File: config.mk
export PLATFORM = sky130hd
export DESIGN_NAME = usb_in_transfer_packetizer_core
export DESIGN_NICKNAME = d
export VERILOG_FILES = /design/src/sv/uitp_pkg.sv /design/src/sv/uitp_crc.sv /design/src/sv/uitp_txbuf.sv /design/src/sv/usb_in_transfer_packetizer_core.sv
export VERILOG_INCLUDE_DIRS = /design/src /design/src/sv
export SDC_FILE = /design/constraint.sdc
export NUM_CORES = 1
export LEC_CHECK = 0
export BUFFER_PORTS_ARGS = -buffer_cell sky130_fd_sc_hd__clkbuf_2
export CAP_MARGIN = 0
export CORE_ASPECT_RATIO = 1.2
export CORE_MARGIN = 2
export CORE_UTILIZATION = 61
export CTS_CLUSTER_DIAMETER = 120
export DETAILED_ROUTE_END_ITERATION = 6
export PLACE_DENSITY = 0.78
export SLEW_MARGIN = 20
export SYNTH_ARGS = -nofsm -noshare
export SYNTH_HDL_FRONTEND = slang
export SYNTH_SLANG_ARGS = --single-unit
File: constraint.sdc
create_clock -name clk_i -period 3.5 [get_ports clk_i]
set_input_delay 0.175 -clock clk_i [delete_from_list [all_inputs] [get_ports clk_i]]
set_output_delay 0.175 -clock clk_i [all_outputs]
set_load 0.03 [all_outputs]
File: src/sv/usb_in_transfer_packetizer_core_defines.svh
// assertion macros for the usb in transfer packetizer
`ifndef USB_IN_TRANSFER_PACKETIZER_CORE_DEFINES_SVH
`define USB_IN_TRANSFER_PACKETIZER_CORE_DEFINES_SVH
`ifndef SYNTHESIS
`define UITP_ASSERT(label, clk, rst_n, prop) \
  label: assert property (@(posedge clk) disable iff (!rst_n) prop) \
    else $error("assertion failed");
`define UITP_ASSERT_NEVER(label, clk, rst_n, expr) \
  label: assert property (@(posedge clk) disable iff (!rst_n) !(expr)) \
    else $error("assertion failed");
`else
`define UITP_ASSERT(label, clk, rst_n, prop)
`define UITP_ASSERT_NEVER(label, clk, rst_n, expr)
`endif
`endif

File: src/sv/uitp_pkg.sv
// package with codes and constants of the usb in transfer packetizer
`timescale 1ns / 1ps
package uitp_pkg;
  localparam int unsigned BufDepth = 64;
  localparam int unsigned MaxPacket = 8;
  localparam logic [15:0] CrcPoly = 16'ha001;
  localparam logic [15:0] CrcInit = 16'hffff;
  localparam logic [7:0] PidData0 = 8'hc3;
  localparam logic [7:0] PidData1 = 8'h4b;

  typedef enum logic [2:0] {
    ACT_LOAD = 3'd0, ACT_START = 3'd1, ACT_SETUP = 3'd2, ACT_OUT = 3'd3,
    ACT_DATA0 = 3'd4, ACT_DATA1 = 3'd5, ACT_ACK = 3'd6, ACT_IGNORE = 3'd7
  } action_e;

  typedef enum logic [2:0] {
    KIND_BYTE = 3'd0, KIND_NOTHING = 3'd1, KIND_BUSY = 3'd2,
    KIND_FINISHED = 3'd3, KIND_ABORTED = 3'd4
  } kind_e;

  typedef enum logic [2:0] {
    TK_NONE = 3'd0, TK_SETUP = 3'd1, TK_OUT = 3'd5
  } tkind_e;

  typedef struct packed {
    logic       init;
    logic       step;
    logic [7:0] data;
  } crc_ctl_t;
endpackage

File: src/sv/uitp_crc.sv
// bit-serial crc-16/usb unit, one bit per cycle while step is set
`timescale 1ns / 1ps
module uitp_crc import uitp_pkg::*; (
  input  logic       clk_i,
  input  logic       rst_ni,
  input  crc_ctl_t   ctl_i,
  input  logic [2:0] bit_sel_i,
  output logic [15:0] crc_o
);
  logic [15:0] crc_q, crc_d;
  logic        fb;

  always_comb begin
    fb = crc_q[0] ^ ctl_i.data[bit_sel_i];
    crc_d = crc_q;
    if (ctl_i.init) begin
      crc_d = CrcInit;
    end else if (ctl_i.step) begin
      crc_d = fb ? ((crc_q >> 1) ^ CrcPoly) : (crc_q >> 1);
    end
  end

  always_ff @(posedge clk_i or negedge rst_ni) begin
    if (!rst_ni) begin
      crc_q <= CrcInit;
    end else begin
      crc_q <= crc_d;
    end
  end

  assign crc_o = crc_q;
endmodule

File: src/sv/uitp_txbuf.sv
// transmit buffer memory with registered read
`timescale 1ns / 1ps
module uitp_txbuf import uitp_pkg::*; #(
  parameter int unsigned BUF_DEPTH = BufDepth
) (
  input  logic                         clk_i,
  input  logic                         we_i,
  input  logic [$clog2(BUF_DEPTH)-1:0] waddr_i,
  input  logic [7:0]                   wdata_i,
  input  logic [$clog2(BUF_DEPTH)-1:0] raddr_i,
  output logic [7:0]                   rdata_o
);
  logic [7:0] mem_q [BUF_DEPTH];

  always_ff @(posedge clk_i) begin
    if (we_i) begin
      mem_q[waddr_i] <= wdata_i;
    end
    rdata_o <= mem_q[raddr_i];
  end
endmodule

File: src/sv/usb_in_transfer_packetizer_core.sv
// top level of the usb in transfer packetizer
// channel | direction | handshake
// in      | input     | in_valid_i / in_stall_o
// out     | output    | out_valid_o / out_stall_i
// cfg     | input     | cfg_valid_i / cfg_ready_o
// an accepted item is decoded into the output fields; without a packet, ST_SINGLE then shows one result
// a packet shows its pid, then per data byte ST_READ reads, ST_CRC steps each bit and ST_EMIT outputs it
// the two crc bytes follow from ST_CRCLO and ST_CRCHI, or two zero bytes for a zero-length packet
// other actions hold the input through ST_SINGLE; output stalls lengthen every hold
// reset is asynchronous and clears all control state; the buffer is undefined until written
// a new transaction is taken only once the output register is empty
`timescale 1ns / 1ps
`include "usb_in_transfer_packetizer_core_defines.svh"
module usb_in_transfer_packetizer_core import uitp_pkg::*; #(
  parameter int unsigned BUF_DEPTH = BufDepth
) (
  input  logic       clk_i,
  input  logic       rst_ni,
  input  logic       in_valid_i,
  output logic       in_stall_o,
  input  logic [2:0] action_i,
  input  logic [3:0] endpoint_i,
  input  logic [6:0] transfer_length_i,
  input  logic [5:0] byte_index_i,
  input  logic [7:0] byte_value_i,
  output logic       out_valid_o,
  input  logic       out_stall_i,
  output logic [2:0] kind_o,
  output logic [7:0] out_byte_o,
  output logic [3:0] out_endpoint_o,
  output logic       last_o,
  input  logic       cfg_valid_i,
  output logic       cfg_ready_o,
  input  logic [6:0] cfg_data_i
);
  localparam int unsigned AW = $clog2(BUF_DEPTH);

  typedef enum logic [2:0] {
    ST_IDLE, ST_PID, ST_READ, ST_CRC, ST_EMIT, ST_CRCLO, ST_CRCHI, ST_SINGLE
  } state_e;

  state_e      state_q;
  logic [6:0]  dev_addr_q;
  logic [15:0] toggle_q;
  logic [3:0]  tok_ep_q, xfer_ep_q;
  logic        active_q, pending_q;
  logic [7:0]  left_q;
  logic [6:0]  offset_q;
  tkind_e      tkind_q;
  logic [3:0]  cnt_q, n_q;
  logic [2:0]  bit_q;
  logic        zlp_q;
  logic        ov_q;
  logic [2:0]  okind_q;
  logic [7:0]  obyte_q;
  logic [3:0]  oep_q;
  logic        olast_q;
  logic [7:0]  rdata;
  logic [15:0] crc;
  crc_ctl_t    crc_ctl;
  logic        accept, out_free, is_start, is_ack;
  logic [AW-1:0] raddr;
  logic [15:0] crc_inv;
  logic [15:0] tog_next;
  logic [7:0]  pid;

  assign accept = in_valid_i && !in_stall_o;
  assign in_stall_o = (state_q != ST_IDLE) || ov_q;
  assign cfg_ready_o = 1'b1;
  assign out_free = !ov_q || !out_stall_i;
  assign raddr = AW'(32'(offset_q) + 32'(cnt_q));
  assign crc_inv = ~crc;
  assign is_start = (action_i == ACT_START);
  assign is_ack = (action_i == ACT_ACK);

  always_comb begin
    tog_next = toggle_q;
    if (is_ack) begin
      tog_next = toggle_q ^ (16'd1 << tok_ep_q);
    end
  end
  assign pid = tog_next[tok_ep_q] ? PidData1 : PidData0;

  always_comb begin
    crc_ctl.init = accept;
    crc_ctl.step = (state_q == ST_CRC);
    crc_ctl.data = rdata;
  end

  uitp_txbuf #(.BUF_DEPTH(BUF_DEPTH)) u_buf (
    .clk_i   (clk_i),
    .we_i    (accept && action_i == ACT_LOAD),
    .waddr_i (AW'(byte_index_i)),
    .wdata_i (byte_value_i),
    .raddr_i (raddr),
    .rdata_o (rdata)
  );

  uitp_crc u_crc (
    .clk_i     (clk_i),
    .rst_ni    (rst_ni),
    .ctl_i     (crc_ctl),
    .bit_sel_i (bit_q),
    .crc_o     (crc)
  );

  always_ff @(posedge clk_i or negedge rst_ni) begin
    if (!rst_ni) begin
      state_q <= ST_IDLE;
      dev_addr_q <= '0;
      toggle_q <= '0;
      tok_ep_q <= '0;
      xfer_ep_q <= '0;
      active_q <= 1'b0;
      pending_q <= 1'b0;
      left_q <= '0;
      offset_q <= '0;
      tkind_q <= TK_NONE;
      cnt_q <= '0;
      n_q <= '0;
      bit_q <= '0;
      zlp_q <= 1'b0;
      ov_q <= 1'b0;
      okind_q <= KIND_NOTHING;
      obyte_q <= '0;
      oep_q <= '0;
      olast_q <= 1'b0;
    end else begin
      if (cfg_valid_i && cfg_ready_o) begin
        dev_addr_q <= cfg_data_i;
      end
      if (ov_q && !out_stall_i) begin
        ov_q <= 1'b0;
      end
      case (state_q)
        ST_IDLE: begin
          if (accept) begin
            okind_q <= KIND_NOTHING;
            obyte_q <= '0;
            oep_q <= '0;
            olast_q <= 1'b1;
            state_q <= ST_SINGLE;
            case (action_i)
              ACT_START: begin
                if (active_q || pending_q || dev_addr_q == '0) begin
                  okind_q <= KIND_BUSY;
                  oep_q <= endpoint_i;
                end else begin
                  xfer_ep_q <= endpoint_i;
                  left_q <= {1'b0, transfer_length_i};
                  offset_q <= '0;
                  active_q <= 1'b1;
                  pending_q <= 1'b1;
                  if (transfer_length_i == '0 && endpoint_i != '0) begin
                    active_q <= 1'b0;
                    pending_q <= 1'b0;
                    okind_q <= KIND_FINISHED;
                    oep_q <= endpoint_i;
                  end else begin
                    zlp_q <= (transfer_length_i == '0);
                    n_q <= (transfer_length_i > 7'(MaxPacket)) ? 4'(MaxPacket)
                                                               : transfer_length_i[3:0];
                    obyte_q <= pid;
                    okind_q <= KIND_BYTE;
                    oep_q <= endpoint_i;
                    olast_q <= 1'b0;
                    state_q <= ST_PID;
                  end
                end
              end
              ACT_SETUP: begin
                tkind_q <= TK_SETUP;
                if (pending_q) begin
                  okind_q <= KIND_ABORTED;
                  oep_q <= xfer_ep_q;
                end
                active_q <= 1'b0;
                pending_q <= 1'b0;
                left_q <= '0;
                offset_q <= '0;
                tok_ep_q <= endpoint_i;
              end
              ACT_OUT: begin
                tok_ep_q <= endpoint_i;
                tkind_q <= TK_OUT;
              end
              ACT_DATA0, ACT_DATA1: begin
                if (action_i == ACT_DATA0) begin
                  toggle_q <= toggle_q | (16'd1 << tok_ep_q);
                end else begin
                  toggle_q <= toggle_q & ~(16'd1 << tok_ep_q);
                end
                if (tkind_q == TK_SETUP) begin
                  tkind_q <= TK_NONE;
                end
              end
              ACT_ACK: begin
                toggle_q <= tog_next;
                if (!active_q || left_q < 8'(MaxPacket)) begin
                  if (pending_q && active_q) begin
                    okind_q <= KIND_FINISHED;
                    oep_q <= xfer_ep_q;
                  end
                  active_q <= 1'b0;
                  pending_q <= 1'b0;
                  left_q <= '0;
                  offset_q <= '0;
                  if (tkind_q == TK_OUT) begin
                    tkind_q <= TK_NONE;
                  end
                end else if (left_q == 8'(MaxPacket) && xfer_ep_q != '0) begin
                  active_q <= 1'b0;
                  pending_q <= 1'b0;
                  left_q <= '0;
                  offset_q <= '0;
                  okind_q <= KIND_FINISHED;
                  oep_q <= xfer_ep_q;
                end else begin
                  left_q <= left_q - 8'(MaxPacket);
                  offset_q <= offset_q + 7'(MaxPacket);
                  pending_q <= 1'b1;
                  zlp_q <= (left_q == 8'(MaxPacket));
                  n_q <= (left_q - 8'(MaxPacket) > 8'(MaxPacket)) ? 4'(MaxPacket)
                         : 4'(left_q - 8'(MaxPacket));
                  obyte_q <= pid;
                  okind_q <= KIND_BYTE;
                  oep_q <= xfer_ep_q;
                  olast_q <= 1'b0;
                  state_q <= ST_PID;
                end
              end
              default: begin
              end
            endcase
            if (!is_start && !is_ack) begin
              state_q <= ST_SINGLE;
            end
          end
        end
        ST_SINGLE, ST_PID: begin
          if (out_free) begin
            ov_q <= 1'b1;
            cnt_q <= '0;
            if (state_q == ST_SINGLE) begin
              state_q <= ST_IDLE;
            end else if (zlp_q || n_q == '0) begin
              zlp_q <= 1'b1;
              state_q <= ST_CRCLO;
            end else begin
              state_q <= ST_READ;
            end
          end
        end
        ST_READ: begin
          bit_q <= '0;
          state_q <= ST_CRC;
        end
        ST_CRC: begin
          bit_q <= bit_q + 3'd1;
          if (bit_q == 3'd7) begin
            state_q <= ST_EMIT;
          end
        end
        ST_EMIT: begin
          if (out_free) begin
            ov_q <= 1'b1;
            obyte_q <= rdata;
            cnt_q <= cnt_q + 4'd1;
            if (cnt_q + 4'd1 == n_q) begin
              state_q <= ST_CRCLO;
            end else begin
              state_q <= ST_READ;
            end
          end
        end
        ST_CRCLO: begin
          if (out_free) begin
            ov_q <= 1'b1;
            obyte_q <= zlp_q ? 8'd0 : crc_inv[7:0];
            state_q <= ST_CRCHI;
          end
        end
        ST_CRCHI: begin
          if (out_free) begin
            ov_q <= 1'b1;
            obyte_q <= zlp_q ? 8'd0 : crc_inv[15:8];
            olast_q <= 1'b1;
            zlp_q <= 1'b0;
            state_q <= ST_IDLE;
          end
        end
        default: state_q <= ST_IDLE;
      endcase
    end
  end

  assign out_valid_o = ov_q;
  assign kind_o = okind_q;
  assign out_byte_o = obyte_q;
  assign out_endpoint_o = oep_q;
  assign last_o = olast_q;

  `UITP_ASSERT(a_busy_no_accept, clk_i, rst_ni, (state_q != ST_IDLE) |-> in_stall_o)
  `UITP_ASSERT_NEVER(a_packet_without_pending, clk_i, rst_ni, ov_q && okind_q == KIND_BYTE && !pending_q)
  `UITP_ASSERT(a_crc_walk, clk_i, rst_ni, (state_q == ST_READ) |=> (state_q == ST_CRC))
endmodule

Yosys cells after proc, flatten, opt, wreduce, memory -nomap -nowiden
Memories as Yosys holds them, arrays and structs flattened. A register that Yosys moved wholly into a read port is not among the register bits.
Index checks and enable logic that the tools add are counted.

storage, ports and cells
  logic and storage cells = 226
  bits in writable memories = 512
  memories = 1
  register bits after elaboration = 96
  output and inout port bits = 19

memories
  name         words  bits a word  rd ports  clocked after memory_dff  write ports  RTL line          source
  u_buf.mem_q  64     8            1         1                         1            uitp_txbuf.sv:13  logic [7:0] mem_q [BUF_DEPTH];

operators by class
  order comparisons = 5
  reductions and logical operators = 52
  bitwise logic cells = 8
  mux-type cells = 101
  $add $sub $neg = 5
  equality and inequality tests = 34
  shift-type cells = 1

operator list
  operator                                                            number
  8-bit 2-to-1 mux                                                    14
  16-bit 2-to-1 mux                                                   5
  3-bit 2-to-1 mux                                                    16
  4-bit 2-to-1 mux                                                    11
  16-bit inverter                                                     2
  16-bit case mux with 2 select lines                                 1
  8-bit case mux with 4 select lines                                  1
  1-bit 2-to-1 mux                                                    28
  3-bit == test, second input constant                                8
  8-bit case mux with 3 select lines                                  1
  2-bit inequality test, second input constant                        11
  7-bit 2-to-1 mux                                                    3
  3-bit case mux with 7 select lines                                  1
  7-bit case mux with 3 select lines                                  1
  16-bit AND                                                          1
  16-bit OR                                                           1
  4-bit case mux with 2 select lines                                  2
  8-bit case mux with 2 select lines                                  1
  1-bit by 4-bit left shift with 16-bit output, first input constant  1
  16-bit XOR                                                          1
  3-bit inequality test, second input constant                        5
  7-bit logical NOT                                                   2
  3-bit by 2-bit == test with 1-bit output, second input constant     4
  3-bit case mux with 2 select lines                                  2
  42 further kinds                                                    83

Depth between registers and ports, before layout
  depth in word-level cells = 11
  depth in mapped cells = 9
  depth with buffers taken out = 8

By module
Synthesis repeated with hierarchy kept, for this count alone.

unflattened totals
  cell total of the unflattened synthesis = 1492
  area total of the unflattened synthesis = 25388.1 µm²

modules (own cells, without submodules)
  module                           area each (µm²)  seq. area each (µm²)  instances  cells an instance
  uitp_txbuf                       20190.6          15534.9               1          972
  usb_in_transfer_packetizer_core  4403.0           1903.1                1          453
  uitp_crc                         794.5            420.4                 1          67

Worst setup path after synthesis
No wires, ideal clock.

  path kind = register to register
  start = register state_q[2]
  end = memory u_buf.mem_q[54][0] (enable)
  clock period less this slack = 2.575 ns
  arrival time = 2.205 ns
  cell stages (with the launch flop) = 8
  path buffers = 1
  data required time = 3.130 ns
  path slack = 0.925 ns
  path through = dfrtp_1 > buf_2 > nor4_2 > nand2_1 > or4_1 > nor2_1 > nand3_1 > nor2_1

between the ends
  word-level cells in the longest chain between the ends = 7

ends and longest elaborated chain
  element                                 RTL line                                source
  start: declaration                      usb_in_transfer_packetizer_core.sv:42   state_e state_q;
  start signal: assignment                usb_in_transfer_packetizer_core.sv:109  state_q <= ST_IDLE;
  start signal: assignment                usb_in_transfer_packetizer_core.sv:142  state_q <= ST_SINGLE;
  start signal: assignment                usb_in_transfer_packetizer_core.sv:167  state_q <= ST_PID;
  3-bit nonzero test                      usb_in_transfer_packetizer_core.sv:68   assign in_stall_o = (state_q != ST_IDLE) || ov_q;
  1-bit logical OR                        usb_in_transfer_packetizer_core.sv:68
  1-bit logical NOT                       usb_in_transfer_packetizer_core.sv:67   assign accept = in_valid_i && !in_stall_o;
  1-bit logical AND                       usb_in_transfer_packetizer_core.sv:67
  1-bit logical AND                       usb_in_transfer_packetizer_core.sv:92   .we_i (accept && action_i == ACT_LOAD),
  1-bit 2-to-1 mux                        uitp_txbuf.sv:16                        if (we_i) begin
  1-bit 2-to-1 mux (implied by the code)  uitp_txbuf.sv:17                        mem_q[waddr_i] <= wdata_i;
  end: declaration                        uitp_txbuf.sv:13

No other way between the ends.

Final worst setup path
  start = register state_q[1]
  end = memory u_buf.mem_q[9][5] (enable)

The elaborated chain is that of the path after synthesis.

==> results.cfg <==
[outcome]
outcome = finished, final reports clean

[place]
portBuffers = 57
hpwl_microns = 35900
place_congestion = 0.979
placed_area_sq_mm = 0.0263

[setup_path]
cp-end-kind = flip-flop
crit_path_max_fanout = 12
crit_type = flip-flop to flip-flop
crit_path_start_kind = flip-flop
arrival_ns = 3.43
required_ns = 3.75

[die]
die_x_microns = 189
dieArea_sq_mm = 0.0426
die_h_microns = 226
ioPinCount = 59
row_count = 81
initial_core_util_pct = 61.5
coreArea_sq_mm = 0.0406

[drt]
vias_per_cell = 6.52
first_pass_iters = 5
num_vias = 13761
routedWlPerCell_microns = 27.3
drtAntennaViolNets = 0
drc = 0
routed_wirelength_microns = 57700
drtIter0Drc = 1342

[global_route]
antenna_found_initial = 2
grt-ovfl-total = 0
grt_pass1_wl_microns = 87400
grt_pass1_vias = 13921
grt_max_degree = 73
gr-usage-all-layers_pct = 27.9

[timing]
min_period_ns = 3.18
fmax_ghz = 0.314
worstMarginPinSlew_ns = 1.07
finalMaxSlewViolations = 0
hold_violations = 0
setup-tns-final_ns = 0
clock_skew_ns = 0.0220
hold_slack_ns = 0.0635
rsz0062_at_grt = false
finalSetupViolations = 0
maxSlewHeadroom_pct = 28.4
fin_crit_sh_pct = 90.9

[synth]
ys_ff_latch = 612
netlist_instances = 1382
synth-edff-count = 512
async_reset_ff_share_pct = 15.0
synthFlopType = edfxtp_1
syn_area_sq_mm = 0.0250
synth_nets = 1429
yosysWarnings = 0
seq_area_frac_synth_pct = 71.4
synthDistinctLibCells = 73
syn_area_per_cell_sq_um = 18.1

[clocking]
cts_sinks = 612
cts-resized-gates = 0
clkSlewWorstSetupHoldPaths_ns = 0.06
clk_path_buf_depth = 3
numCtsBuffers = 56
cts-root-buf = clkbuf_16
htreeDepth = 2
tritoncts = built
clk-insertion-delay-late_ns = 0.62

[layout]
multiInputGateArea_sq_mm = 0.00677
design_area_sq_mm = 0.0284
layout-drive-gt1-share_pct = 28.7
final_cell_mix = 512 x edfxtp_1, 162 x mux4_2, 133 x nor2_1
layout_commonest_cell = edfxtp_1
area_delta_synth_final_pct = 13.7
nFillCells = 2468
nets = 1577
antenna-diode-count = 0
regArea_sq_mm = 0.0179

[worst_hold_path]
worstHoldPathType = primary input to flip-flop

[power_and_ir_drop]
powerDensity_mw_per_mm2 = 678
cellLeakagePower_nw = 9.48
ir_drop_v = 0.000574

[job]
cap_violations = 0
metrics by stage:
stage	power [W]	std cells	utilization, %	setup slack, ns
CTS	0.0193	2110	69.9	0.425
detailed placement	0.0133	1981	64.7	0.448
global placement	0.0131	1981	64.7	0.545
finish	0.0193	2111	69.9	0.317
global route	0.0199	2111	69.9	0.138
floorplan	0.0119	1382	-	0.925
routing by layer:
layer / GRT usage [%] / part of all wire, % / vias up
met4: 11.4 / 3.9 / 4
met1: 36.3 / 36 / 7067
met2: 48.2 / 53 / 742
met5: 0 / 0.052 / -
met3: 3.70 / 7.2 / 131
li1: - / - / 5817
area by class of cell:
cell class                 instances  share of cell area, %
sequential                       612                   62.9
tap                              539                   2.37
timing repair buffer             165                   4.45
inverter                          12                  0.158
clock buffer                      70                   5.23
clock inverter                    30                   1.10
multi-input combinational        683                   23.8
synthesized netlist by cell type (6+ instances only):
cell type  count  share of area, %
inv_1         11              0.17
nor3_1        14              0.28
mux2_2        36               1.6
o22ai_1       11              0.28
nand2_1       78               1.2
o21ai_0       37              0.74
nand2b_1       9              0.23
buf_1         11              0.17
nor2b_1        6              0.15
nand3_1        9              0.18
dfxtp_1        8              0.64
xor2_1         9              0.32
a21oi_1       42              0.84
ha_1           7              0.35
nand3b_1       6              0.18
edfxtp_1     512                61
dfrtp_1       75               7.5
nor2_1       133               2.0
a221oi_1       7              0.25
a22oi_1       28              0.84
clkbuf_1      42              0.63
buf_2         16              0.32
xnor2_1        7              0.25
mux4_2       162                15
dfstp_2       17               1.8
where the power goes:
| part | internal, W | switching [W] |
|---|---|---|
| clock | 0.00345 | 0.00263 |
| combinational | 0.00206 | 0.00238 |
| sequential | 0.00832 | 0.000440 |
logic make-up after synthesis:
logic type               count (synthesis)  share of synthesized area, %
adder cells (fa/ha/maj)                  7                         0.350
AND/OR/NAND/NOR                        285                          5.07
multiplexers                           204                          16.5
buffers and inverters                   87                          1.49
XOR/XNOR                                17                         0.651
flip-flops                             612                          71.4
other                                    1                        0.0150
AO/OA/AOI/OAI                          169                          4.51
sequential cells by signal, indices dropped and copies added (netlist names), 7 cells and up:
signal         cells
u_crc.crc_o       16
u_buf.rdata_o      8
out_byte_o         8
left_q             8
dev_addr_q         7
toggle_q          16
u_buf.mem_q      512
critical path, stage by stage (launching register included):
cell	delay, ns
dfrtp_1	0.51
nor4_2	0.34
nand2_1	0.11
or4_1	0.56
nor2_1	0.28
nand2_1	0.36
nor2_1	0.67
worst paths after layout:
| path | depth (start not counted) | start | end | slack [ns] |
|---|---|---|---|---|
| worst max-delay path | 6 | state_q[1]$_DFFE_PN0P_ | u_buf.mem_q[9][5]$_DFFE_PP_ | 0.32 |
| worst min-delay path | 4 | in_valid_i | kind_o[2]$_DFFE_PN0P_ | 0.06 |
| worst max register to register | 6 | state_q[1]$_DFFE_PN0P_ | u_buf.mem_q[9][5]$_DFFE_PP_ | 0.32 |
| worst min register to register | 2 | out_byte_o[2]$_DFFE_PN0P_ | out_byte_o[2]$_DFFE_PN0P_ | 0.48 |
| max in group asynchronous | 3 | rst_ni | u_crc.crc_o[4]$_DFFE_PN1P_ | 2.55 |
| min in group asynchronous | 2 | rst_ni | cnt_q[1]$_DFFE_PN0P_ | 0.18 |
repair_timing:
item | in CTS | in global routing
hold endpoints to repair | 83 | 0
endpoints found under the setup margin | 0 | 0
setup buffers | 0 | 0
hold buffers | 29 | 0
(Power assumes the default switching activity.)
